File: src/hw/rtl/mqm_pkg.sv
`default_nettype none
package mqm_pkg;

    localparam int POOL_NODES = 32;
    localparam int NUM_QUEUES = 8;
    localparam int PTR_W      = $clog2(POOL_NODES + 1);
    localparam int IDX_W      = $clog2(POOL_NODES);
    localparam logic [PTR_W-1:0] NIL = PTR_W'(POOL_NODES);

    typedef logic [PTR_W-1:0] ptr_t;
    typedef logic [IDX_W-1:0] idx_t;

    typedef enum logic [1:0] {
        ST_OK      = 2'd0,
        ST_NO_FREE = 2'd1,
        ST_EMPTY   = 2'd2
    } status_t;

    typedef enum logic {
        FN_ENQUEUE = 1'b0,
        FN_DEQUEUE = 1'b1
    } func_t;

    typedef enum logic [2:0] {
        S_IDLE,
        S_POP,
        S_WALK,
        S_LINK_BACK,
        S_LINK_BACK2,
        S_LINK_MID,
        S_LINK_MID2,
        S_DEQ
    } state_t;

endpackage
`default_nettype wire

File: src/hw/rtl/multi_queue_manager_sorted.sv
// Linked-list queue manager: a pool of nodes shared by several queues, free
// nodes held on a LIFO free list.
// Command channel: a word (func, queue_id, item_handle, item_key, item_type)
// is taken at a rising edge with start high and busy low.
// Result channel: done is high for exactly one cycle with status, out_handle
// and out_type; the receiver cannot stall it and must take it then.
// Configuration: ordered_queue_mask loads on any edge with ordered_queue_mask_we
// high; write it only while the block is idle, which the block does not check.
// Busy states (result strobe in the cycle after the last one):
//   failed command (no free node, empty queue): none, result next cycle
//   dequeue: S_DEQ
//   fifo enqueue: S_POP, S_LINK_BACK, S_LINK_BACK2 unless the queue was empty
//   ordered enqueue: as fifo into an empty queue, else S_POP, S_WALK, then
//   S_LINK_MID, S_LINK_MID2 or the fifo links; walk reads one node per cycle
// Reset: all queues empty, the free list rebuilt at once through per-node
// valid bits on the next-link store, so no clearing pass is needed.
`default_nettype none
module multi_queue_manager_sorted
    import mqm_pkg::*;
(
    input  wire logic        clk,
    input  wire logic        rst_n,
    input  wire logic        start,
    output logic             busy,
    input  wire logic        func,
    input  wire logic [2:0]  queue_id,
    input  wire logic [15:0] item_handle,
    input  wire logic [30:0] item_key,
    input  wire logic [7:0]  item_type,
    input  wire logic        ordered_queue_mask_we,
    input  wire logic [7:0]  ordered_queue_mask,
    output logic             done,
    output logic [1:0]       status,
    output logic [15:0]      out_handle,
    output logic [7:0]       out_type
);

    function automatic logic is_node(input ptr_t p);
        return p < NIL;
    endfunction

    state_t state_reg, state_next;

    // latched command word
    logic        func_reg;
    logic [2:0]  qid_reg;
    logic [15:0] handle_reg;
    logic [30:0] key_reg;
    logic [7:0]  type_reg;

    ptr_t n_reg, n_next;
    ptr_t cur_reg, cur_next;
    ptr_t pv_reg, pv_next;
    ptr_t steps_reg, steps_next;
    ptr_t free_head_reg, free_head_next;
    ptr_t front_reg [NUM_QUEUES];
    ptr_t back_reg [NUM_QUEUES];
    logic [7:0] mask_reg;

    logic        done_reg, done_next;
    status_t     status_reg, status_next;
    logic [15:0] out_handle_reg, out_handle_next;
    logic [7:0]  out_type_reg, out_type_next;

    // queue pointer updates
    logic front_we, back_we;
    ptr_t front_wd, back_wd;

    // node memories
    ptr_t        next_mem [POOL_NODES];
    ptr_t        prev_mem [POOL_NODES];
    logic [30:0] key_mem [POOL_NODES];
    logic [15:0] handle_mem [POOL_NODES];
    logic [7:0]  type_mem [POOL_NODES];
    logic [POOL_NODES-1:0] nvalid_reg;

    idx_t        rd_addr, ra_reg;
    ptr_t        next_rd_reg, prev_rd_reg;
    logic [30:0] key_rd_reg;
    logic [15:0] handle_rd_reg;
    logic [7:0]  type_rd_reg;
    ptr_t        next_val;

    logic nx_we, pv_we, dat_we;
    idx_t nx_wa, pv_wa;
    ptr_t nx_wd, pv_wd;

    logic accept, q_in_range, q_ordered;
    ptr_t front_in, front_q, back_q;

    assign accept     = start && !busy;
    assign q_in_range = int'(queue_id) < NUM_QUEUES;
    assign front_in   = q_in_range ? front_reg[queue_id] : NIL;
    assign front_q    = front_reg[qid_reg];
    assign back_q     = back_reg[qid_reg];
    assign q_ordered  = mask_reg[qid_reg];

    // unwritten next links read as the reset free chain
    assign next_val = nvalid_reg[ra_reg] ? next_rd_reg :
                      ((ra_reg == '0) ? NIL : PTR_W'(ra_reg) - PTR_W'(1));

    // next state
    always_comb
    begin
        state_next = state_reg;
        unique case (state_reg)
            S_IDLE:
            begin
                if (accept && q_in_range)
                begin
                    if (func == FN_DEQUEUE)
                    begin
                        if (is_node(front_in))
                            state_next = S_DEQ;
                    end
                    else if (is_node(free_head_reg))
                    begin
                        state_next = S_POP;
                    end
                end
            end
            S_POP:
            begin
                if (q_ordered && is_node(front_q))
                    state_next = S_WALK;
                else
                    state_next = S_LINK_BACK;
            end
            S_WALK:
            begin
                if (key_rd_reg > key_reg)
                    state_next = S_LINK_MID;
                else if (steps_reg == NIL - PTR_W'(1) || !is_node(next_val))
                    state_next = S_LINK_BACK;
            end
            S_LINK_BACK:
            begin
                state_next = is_node(back_q) ? S_LINK_BACK2 : S_IDLE;
            end
            S_LINK_BACK2: state_next = S_IDLE;
            S_LINK_MID:   state_next = S_LINK_MID2;
            S_LINK_MID2:  state_next = S_IDLE;
            S_DEQ:        state_next = S_IDLE;
            default:      state_next = S_IDLE;
        endcase
    end

    // datapath and memory controls
    always_comb
    begin
        n_next          = n_reg;
        cur_next        = cur_reg;
        pv_next         = pv_reg;
        steps_next      = steps_reg;
        free_head_next  = free_head_reg;
        done_next       = 1'b0;
        status_next     = status_reg;
        out_handle_next = out_handle_reg;
        out_type_next   = out_type_reg;
        front_we        = 1'b0;
        front_wd        = NIL;
        back_we         = 1'b0;
        back_wd         = NIL;
        rd_addr         = '0;
        nx_we           = 1'b0;
        nx_wa           = '0;
        nx_wd           = NIL;
        pv_we           = 1'b0;
        pv_wa           = '0;
        pv_wd           = NIL;
        dat_we          = 1'b0;
        unique case (state_reg)
            S_IDLE:
            begin
                if (accept)
                begin
                    out_handle_next = '0;
                    out_type_next   = '0;
                    if (func == FN_DEQUEUE)
                    begin
                        n_next  = front_in;
                        rd_addr = front_in[IDX_W-1:0];
                        if (!is_node(front_in))
                        begin
                            done_next   = 1'b1;
                            status_next = ST_EMPTY;
                        end
                    end
                    else
                    begin
                        n_next  = free_head_reg;
                        rd_addr = free_head_reg[IDX_W-1:0];
                        if (!q_in_range || !is_node(free_head_reg))
                        begin
                            done_next   = 1'b1;
                            status_next = ST_NO_FREE;
                        end
                    end
                end
            end
            S_POP:
            begin
                free_head_next = next_val;
                dat_we         = 1'b1;
                cur_next       = front_q;
                steps_next     = '0;
                rd_addr        = front_q[IDX_W-1:0];
            end
            S_WALK:
            begin
                if (key_rd_reg > key_reg)
                begin
                    pv_next = prev_rd_reg;
                end
                else
                begin
                    cur_next   = next_val;
                    steps_next = steps_reg + PTR_W'(1);
                    rd_addr    = next_val[IDX_W-1:0];
                end
            end
            S_LINK_BACK:
            begin
                pv_we   = 1'b1;
                pv_wa   = n_reg[IDX_W-1:0];
                pv_wd   = back_q;
                nx_we   = 1'b1;
                nx_wa   = n_reg[IDX_W-1:0];
                nx_wd   = NIL;
                pv_next = back_q;
                back_we = 1'b1;
                back_wd = n_reg;
                if (!is_node(back_q))
                begin
                    front_we    = 1'b1;
                    front_wd    = n_reg;
                    done_next   = 1'b1;
                    status_next = ST_OK;
                end
            end
            S_LINK_BACK2:
            begin
                nx_we       = 1'b1;
                nx_wa       = pv_reg[IDX_W-1:0];
                nx_wd       = n_reg;
                done_next   = 1'b1;
                status_next = ST_OK;
            end
            S_LINK_MID:
            begin
                nx_we = 1'b1;
                nx_wa = n_reg[IDX_W-1:0];
                nx_wd = cur_reg;
                pv_we = 1'b1;
                pv_wa = n_reg[IDX_W-1:0];
                pv_wd = pv_reg;
            end
            S_LINK_MID2:
            begin
                pv_we = 1'b1;
                pv_wa = cur_reg[IDX_W-1:0];
                pv_wd = n_reg;
                if (is_node(pv_reg))
                begin
                    nx_we = 1'b1;
                    nx_wa = pv_reg[IDX_W-1:0];
                    nx_wd = n_reg;
                end
                else
                begin
                    front_we = 1'b1;
                    front_wd = n_reg;
                end
                done_next   = 1'b1;
                status_next = ST_OK;
            end
            S_DEQ:
            begin
                out_handle_next = handle_rd_reg;
                out_type_next   = type_rd_reg;
                front_we        = 1'b1;
                front_wd        = next_val;
                if (is_node(next_val))
                begin
                    pv_we = 1'b1;
                    pv_wa = next_val[IDX_W-1:0];
                    pv_wd = NIL;
                end
                else
                begin
                    back_we = 1'b1;
                    back_wd = NIL;
                end
                nx_we          = 1'b1;
                nx_wa          = n_reg[IDX_W-1:0];
                nx_wd          = free_head_reg;
                free_head_next = n_reg;
                done_next      = 1'b1;
                status_next    = ST_OK;
            end
            default:
            begin
                done_next = 1'b0;
            end
        endcase
    end

    // control registers
    always_ff @(posedge clk or negedge rst_n)
    begin
        if (!rst_n)
        begin
            state_reg     <= S_IDLE;
            free_head_reg <= NIL - PTR_W'(1);
            mask_reg      <= 8'd1;
            done_reg      <= 1'b0;
            nvalid_reg    <= '0;
            for (int i = 0; i < NUM_QUEUES; i++)
            begin
                front_reg[i] <= NIL;
                back_reg[i]  <= NIL;
            end
        end
        else
        begin
            state_reg     <= state_next;
            free_head_reg <= free_head_next;
            done_reg      <= done_next;
            if (ordered_queue_mask_we)
                mask_reg <= ordered_queue_mask;
            if (nx_we)
                nvalid_reg[nx_wa] <= 1'b1;
            if (front_we)
                front_reg[qid_reg] <= front_wd;
            if (back_we)
                back_reg[qid_reg] <= back_wd;
        end
    end

    // payload registers
    always_ff @(posedge clk)
    begin
        if (accept)
        begin
            func_reg   <= func;
            qid_reg    <= queue_id;
            handle_reg <= item_handle;
            key_reg    <= item_key;
            type_reg   <= item_type;
        end
        n_reg          <= n_next;
        cur_reg        <= cur_next;
        pv_reg         <= pv_next;
        steps_reg      <= steps_next;
        status_reg     <= status_next;
        out_handle_reg <= out_handle_next;
        out_type_reg   <= out_type_next;
    end

    // node memories, one write and one registered read each
    always_ff @(posedge clk)
    begin
        if (nx_we)
            next_mem[nx_wa] <= nx_wd;
        if (pv_we)
            prev_mem[pv_wa] <= pv_wd;
        if (dat_we)
        begin
            key_mem[n_reg[IDX_W-1:0]]    <= key_reg;
            handle_mem[n_reg[IDX_W-1:0]] <= handle_reg;
            type_mem[n_reg[IDX_W-1:0]]   <= type_reg;
        end
        ra_reg        <= rd_addr;
        next_rd_reg   <= next_mem[rd_addr];
        prev_rd_reg   <= prev_mem[rd_addr];
        key_rd_reg    <= key_mem[rd_addr];
        handle_rd_reg <= handle_mem[rd_addr];
        type_rd_reg   <= type_mem[rd_addr];
    end

    assign busy       = state_reg != S_IDLE;
    assign done       = done_reg;
    assign status     = status_reg;
    assign out_handle = out_handle_reg;
    assign out_type   = out_type_reg;

    // checks
    a_done_after_cmd: assert property (@(posedge clk) disable iff (!rst_n)
        done |-> $past(busy) || $past(start))
        else $error("result without a command");

    a_walk_enqueue: assert property (@(posedge clk) disable iff (!rst_n)
        state_reg == S_WALK |-> func_reg == FN_ENQUEUE)
        else $error("walk during dequeue");

    a_zero_payload: assert property (@(posedge clk) disable iff (!rst_n)
        done && status != ST_OK |-> out_handle == '0 && out_type == '0)
        else $error("payload on failed command");

    a_walk_bound: assert property (@(posedge clk) disable iff (!rst_n)
        state_reg == S_WALK |-> steps_reg < NIL)
        else $error("walk past pool size");

endmodule
`default_nettype wire

File: config.mk
export PLATFORM = sky130hd
export DESIGN_NAME = multi_queue_manager_sorted
export DESIGN_NICKNAME = d
export VERILOG_FILES = /design/src/hw/rtl/mqm_pkg.sv /design/src/hw/rtl/multi_queue_manager_sorted.sv
export SDC_FILE = /design/constraint.sdc
export NUM_CORES = 2
export LEC_CHECK = 0
export BUFFER_PORTS_ARGS = -buffer_cell sky130_fd_sc_hd__clkbuf_2
export CAP_MARGIN = 5
export CORE_AREA = 8 8 580 582
export DETAILED_ROUTE_END_ITERATION = 10
export DIE_AREA = 0 0 588 590
export GPL_TIMING_DRIVEN = 0
export PLACE_DENSITY = 0.44
export SETUP_SLACK_MARGIN = 0.5
export SLEW_MARGIN = 10
export SYNTH_ARGS = -nofsm -noshare
export SYNTH_HDL_FRONTEND = slang
export SYNTH_SLANG_ARGS = --single-unit
export TNS_END_PERCENT = 5
File: constraint.sdc
create_clock -name clk -period 5.11 [get_ports clk]
set_input_delay 1.022 -clock clk [delete_from_list [all_inputs] [get_ports clk]]
set_output_delay 1.022 -clock clk [all_outputs]
set_load 0.05 [all_outputs]
After elaboration in Yosys (flattened, before gate mapping)
Memory sizes are Yosys's and may differ from the RTL's. A register that Yosys moved wholly into a read port is not among the register bits.
Index checks and enable logic that the tools add are counted.
Storage, ports and cells
  output and inout bits: 28
  register bits: 259
  RAM bits: 2144
  input port bits: 71
  memories kept: 5
  logic and storage cells: 184
Memories
  key_mem: words 32, bits a word 31, read ports 1, clocked after Yosys merged registers in 1, wr ports 1, line multi_queue_manager_sorted.sv:72  | logic [30:0] key_mem [POOL_NODES];
  handle_mem: words 32, bits a word 16, read ports 1, clocked after Yosys merged registers in 1, wr ports 1, line multi_queue_manager_sorted.sv:73  | logic [15:0] handle_mem [POOL_NODES];
  type_mem: words 32, bits a word 8, read ports 1, clocked after Yosys merged registers in 1, wr ports 1, line multi_queue_manager_sorted.sv:74  | logic [7:0] type_mem [POOL_NODES];
  next_mem: words 32, bits a word 6, read ports 1, clocked after Yosys merged registers in 1, wr ports 1, line multi_queue_manager_sorted.sv:70  | ptr_t next_mem [POOL_NODES];
  prev_mem: words 32, bits a word 6, read ports 1, clocked after Yosys merged registers in 1, wr ports 1, line multi_queue_manager_sorted.sv:71  | ptr_t prev_mem [POOL_NODES];
Cells by class
  bitwise gates (word level): 3
  reduce and logical (&&, ||, !) cells: 26
  add/sub/neg operators: 2
  muxes and demuxes: 84
  $lt $le $gt $ge: 14
  equality and inequality tests: 17
Operators with widths (count)
  $mux W6: 17
  $bwmux W48: 2
  $bmux W6 S3: 3
  $pmux W6 S2: 4
  $pmux W5 S3: 3
  $lt A6 B6 Y1 const B: 6
  $pmux W6 S3: 2
  $or A32 B32 Y32: 1
  $pmux W16 S2: 1
  $gt A31 B31 Y1: 1
  $mux W5: 5
  $pmux W6 S4: 1
  $mux W3: 7
  $mux W1: 20
  $demux W6 S3: 1
  $pmux W3 S6: 1
  $mux W16: 1
  $pmux W8 S2: 1
  $ne A3 B3 Y1 const B: 5
  $eq A3 B3 Y1 const B: 4
  $lt A5 B6 Y1 const B: 2
  $mux W2: 5
  $reduce_or A3 Y1: 3
  $ge A4 B4 Y1 const B: 2
  other kinds (29): 48

Longest topological paths before layout
  word-level depth: 9
  gate-level depth with buffers: 18
  depth with buffers taken out: 13

Least setup slack after synthesis
No wires, ideal clock.
  path kind: input to register
  start: input start
  end: register handle_rd_reg[9], read port of handle_mem
  setup slack: 327 ps
  cell stages on the path: 12
  library setup time: 134 ps
  buffers on the path: 3
  arrival: 4649 ps
  required time: 4976 ps
  cell sequence: nor2b_1 -> nand2_1 -> inv_1 -> a22oi_1 -> a21boi_1 -> inv_2 -> buf_2 -> buf_2 -> buf_2 -> mux4_2 -> nand2_1 -> o2111ai_1
On the way
  longest elaborated chain between the ends: 3
Ends and longest elaborated chain
  from (decl): line multi_queue_manager_sorted.sv:23  | input wire logic start,
  $logic_and A1 B1 Y1: line multi_queue_manager_sorted.sv:91  | assign accept = start && !busy;
  named net accept: line multi_queue_manager_sorted.sv:88  | logic accept, q_in_range, q_ordered;
  $mux W5: line multi_queue_manager_sorted.sv:175  | if (accept)
  $pmux W5 S3: line multi_queue_manager_sorted.sv:172  | unique case (state_reg)
  to (decl): line multi_queue_manager_sorted.sv:80  | logic [15:0] handle_rd_reg;
The timed path passes the listed nets, and every way through them passes these cells.
A chain may end at the register's enable or synchronous reset.

Worst setup path in the final report
  start: register key_reg[28]
  end: register key_rd_reg[11], read port of key_mem
On the way
  longest elaborated chain between the ends: 3
Ends and longest elaborated chain
  from (decl): line multi_queue_manager_sorted.sv:48  | logic [30:0] key_reg;
  from (signal assigned): line multi_queue_manager_sorted.sv:348  | key_reg <= item_key;
  $gt A31 B31 Y1: line multi_queue_manager_sorted.sv:211  | if (key_rd_reg > key_reg)
  $mux W5: line multi_queue_manager_sorted.sv:211
  $pmux W5 S3: line multi_queue_manager_sorted.sv:172
  to (decl): line multi_queue_manager_sorted.sv:79  | logic [30:0] key_rd_reg;
No other way between the ends.

==> results_dict.tcl <==
set metrics [dict create \
    pin_count 99 \
    final_nets 6526 \
    fin_crit_sh 0.9507 \
    ant_nets 0 \
    regArea_mm2 0.07275 \
    cts_hold_buf 0 \
    num_rows 210 \
    hold_viol_final 0 \
    layout_commonest_cell "edfxtp_1" \
    placed_cell_area_mm2 0.1065 \
    fin_tns_setup_ps 0 \
    critPathTopFamily "buffers and inverters" \
    syn_avg_cell_area_um2 16.90 \
    yosysWarnings 0 \
    final_area_mm2 0.1193 \
    final_cell_mix "edfxtp_1, nand2_1, mux4_2, clkbuf_16, a211oi_1" \
    cts_tree "yes" \
    hold_slack_ps 101.1 \
    synth_ff_type "edfxtp_1" \
    grt_use_total 0.1945 \
    slew_headroom 0.1258 \
    fmax_mhz 205.8 \
    num-fill-cells 30590 \
    synth_seq_cells 2470 \
    skew_ps 48.51 \
    drive_gt1_frac 0.2535 \
    largest_reg_flops 992 \
    clkSlewWorstSetupHoldPaths_ps 60 \
    cts_sinks 2470 \
    drv_slew 0 \
    cts-buffers-inserted 287 \
    drc 0 \
    total_power_mw 69.46 \
    die_area_mm2 0.3469 \
    hpwl_mm 236.2 \
    crit_slowest_cell "nor4_1" \
    first_pass_iters 5 \
    vias 57640 \
    antenna_found_initial 22 \
    end_kind "register" \
    drtIter0Drc 6238 \
    multi_input_area_mm2 0.02360 \
    clock_path_buffers 4 \
    routed_wl_mm 347.8 \
    path_max_fanout 10 \
    synth_edf_count 2252 \
    ir_drop_mv 0.2830 \
    p_leak_nw 39.52 \
    grt_max_degree 98 \
    status "completed" \
    routedWlPerCell_um 31.56 \
    clock-root-buffer "clkbuf_16" \
    place.port_buffers 97 \
    rsz0062_at_grt "yes" \
    worstPathRequired_ps 5930 \
    critPathBufInv 7 \
    synthCells 5771 \
    synth_seq_area_share 0.7458 \
    htree_num_levels 5 \
    avgViaCountPerCell 5.230 \
    cp-start-kind "register" \
    coreArea_mm2 0.3263 \
    ys_types 86 \
    die_h_um 590 \
    worstMarginPinSlew_ps 1311 \
    p_per_area_mw_per_mm2 582.2 \
    die_w_um 588 \
    grt_first_pass_wirelength_mm 476.6 \
    synthArstFlopShare 0.05911 \
    area_growth_pct 22.32 \
    place_congestion 0.8514 \
    critical_path_class "register to register" \
    grt_pass1_vias 57970 \
    fin_util 0.3656 \
    finalSetupViolations 0 \
    synth_area_mm2 0.09754 \
    critPathArrivalTime_ps 5670 \
    start_util 0.2989 \
    slowest_delay_ps 730 \
    syn-num-nets 5875 \
    worstPathCellList "buf_12 > clkinvlp_4 > ha_4 > nand4_1 > buf_4 > buf_4 > nor3_2 > a2bb2oi_1 > a2bb2o_2 > and2_4 > clkbuf_16 > a21boi_4 > buf_6 > clkbuf_1 > nor4_1 > nor4_1 > o21ai_0 > nand4_1" \
    overflow 0 \
    finalCriticalPeriod_ps 4858 \
    cap_violations 0 \
    clkLatencyLatePin_ps 900 \
    holdCritPathClass "primary input to asynchronous set/reset pin" \
]
## path summary, 6_finish.rpt
check	start	to	slack, ps	cells after the start
max	key_reg[28]	key_rd_reg[11]	250	18
min	rst_n	front_reg[22]	100	1
max reg2reg	key_reg[28]	key_rd_reg[11]	250	18
min reg2reg	nvalid_reg[22]	nvalid_reg[22]	470	1
max in group asynchronous	rst_n	nvalid_reg[10]	4130	2
min in group clk	item_handle[15]	handle_reg[15]	300	1
## area by class of cell
class                           instances  area share
Antenna cell                           16   0.0003356
Clock inverter                        160     0.01141
Sequential cell                      2470      0.6097
Clock buffer                          367     0.06488
Inverter                              186    0.006093
Buffer                                357     0.02366
Tap cell                             4346     0.04558
Multi-Input combinational cell       2758      0.1978
Timing Repair Buffer                  362     0.04049
## metal layers
layer	share of wire	track usage	routed length, µm
met3	0.069	0.03721	24100
met2	0.47	0.3174	163300
met4	0.042	0.07303	14580
met5	0.000066	0	23
met1	0.42	0.2582	145900
## logic make-up (layout without fill, tap and decap cells)
kind of cell,Yosys count,in the layout,synth area share
xor gates and xnor gates,4,4,0.0003592
and+or+nand+nor,1240,1240,0.05834
buffers and inverters,543,1432,0.02442
muxes,484,484,0.09118
AOI/OAI and AO/OA,997,997,0.07562
adders and majority gates,33,33,0.004233
DFF,2470,2470,0.7458
other,0,16,0
## per-stage QoR
stage                     worst slack, ps  std cells
final                               251.7      11020
after detailed placement            -3065      10340
after global routing                207.3      11020
after global placement              -4938      10210
after CTS                           315.1      10990
after floorplan                     697.9       5771
## synth_stat cells, types with 24 or more instances
library cell  count  area [µm²]
nand4_1          63       394.1
ha_1             33       412.9
mux2i_1          83       830.8
nand3_1          95       475.5
edfxtp_1       2252       67620
or2_2            34       212.7
inv_1           181       679.4
a2111oi_0        43       376.6
a311oi_1         68       595.6
o21ai_0         128       640.6
buf_4            28       210.2
nor3b_1          28       210.2
a21oi_1          54       270.3
o211ai_1         60       450.4
dfxtp_1          72        1441
nor4_1           90       563.0
nor2_1          219       822.0
mux2_2           86       968.4
dfrtp_1         124        3103
o22ai_1          27       168.9
buf_2            91       455.4
nand2_1         591        2218
mux4_2          315        7094
nor3_1           25       125.1
a22oi_1          47       352.8
a211oi_1        243        1824
o21ai_1          24       120.1
and2_1           32       200.2
clkbuf_1        203       762.0
a22o_1          107       937.2
a31oi_1          53       331.6
## worst register-to-register path: cells and delay by family, from the launching register on
family                   cells  cell delay [ps]
flip-flops                   1              380
buffers and inverters        7             1720
adder cells (fa/ha/maj)      1              330
AO/OA/AOI/OAI                4              940
AND/OR/NAND/NOR              6             1440
## power breakdown
group | leakage, nW | internal, mW | switching (mW)
clock | 4.44 | 11.5 | 8.55
combinational | 12.2 | 7.83 | 16.1
sequential | 22.9 | 24.5 | 0.934
## timing repair
item / CTS / global route
gates cloned: 3 / 0
gates resized for setup: 512 / 118
buffers inserted: 121 / 17
endpoints found under the setup margin: 310 / 204
pin swaps: 30 / 16
(Power assumes the default switching activity.)
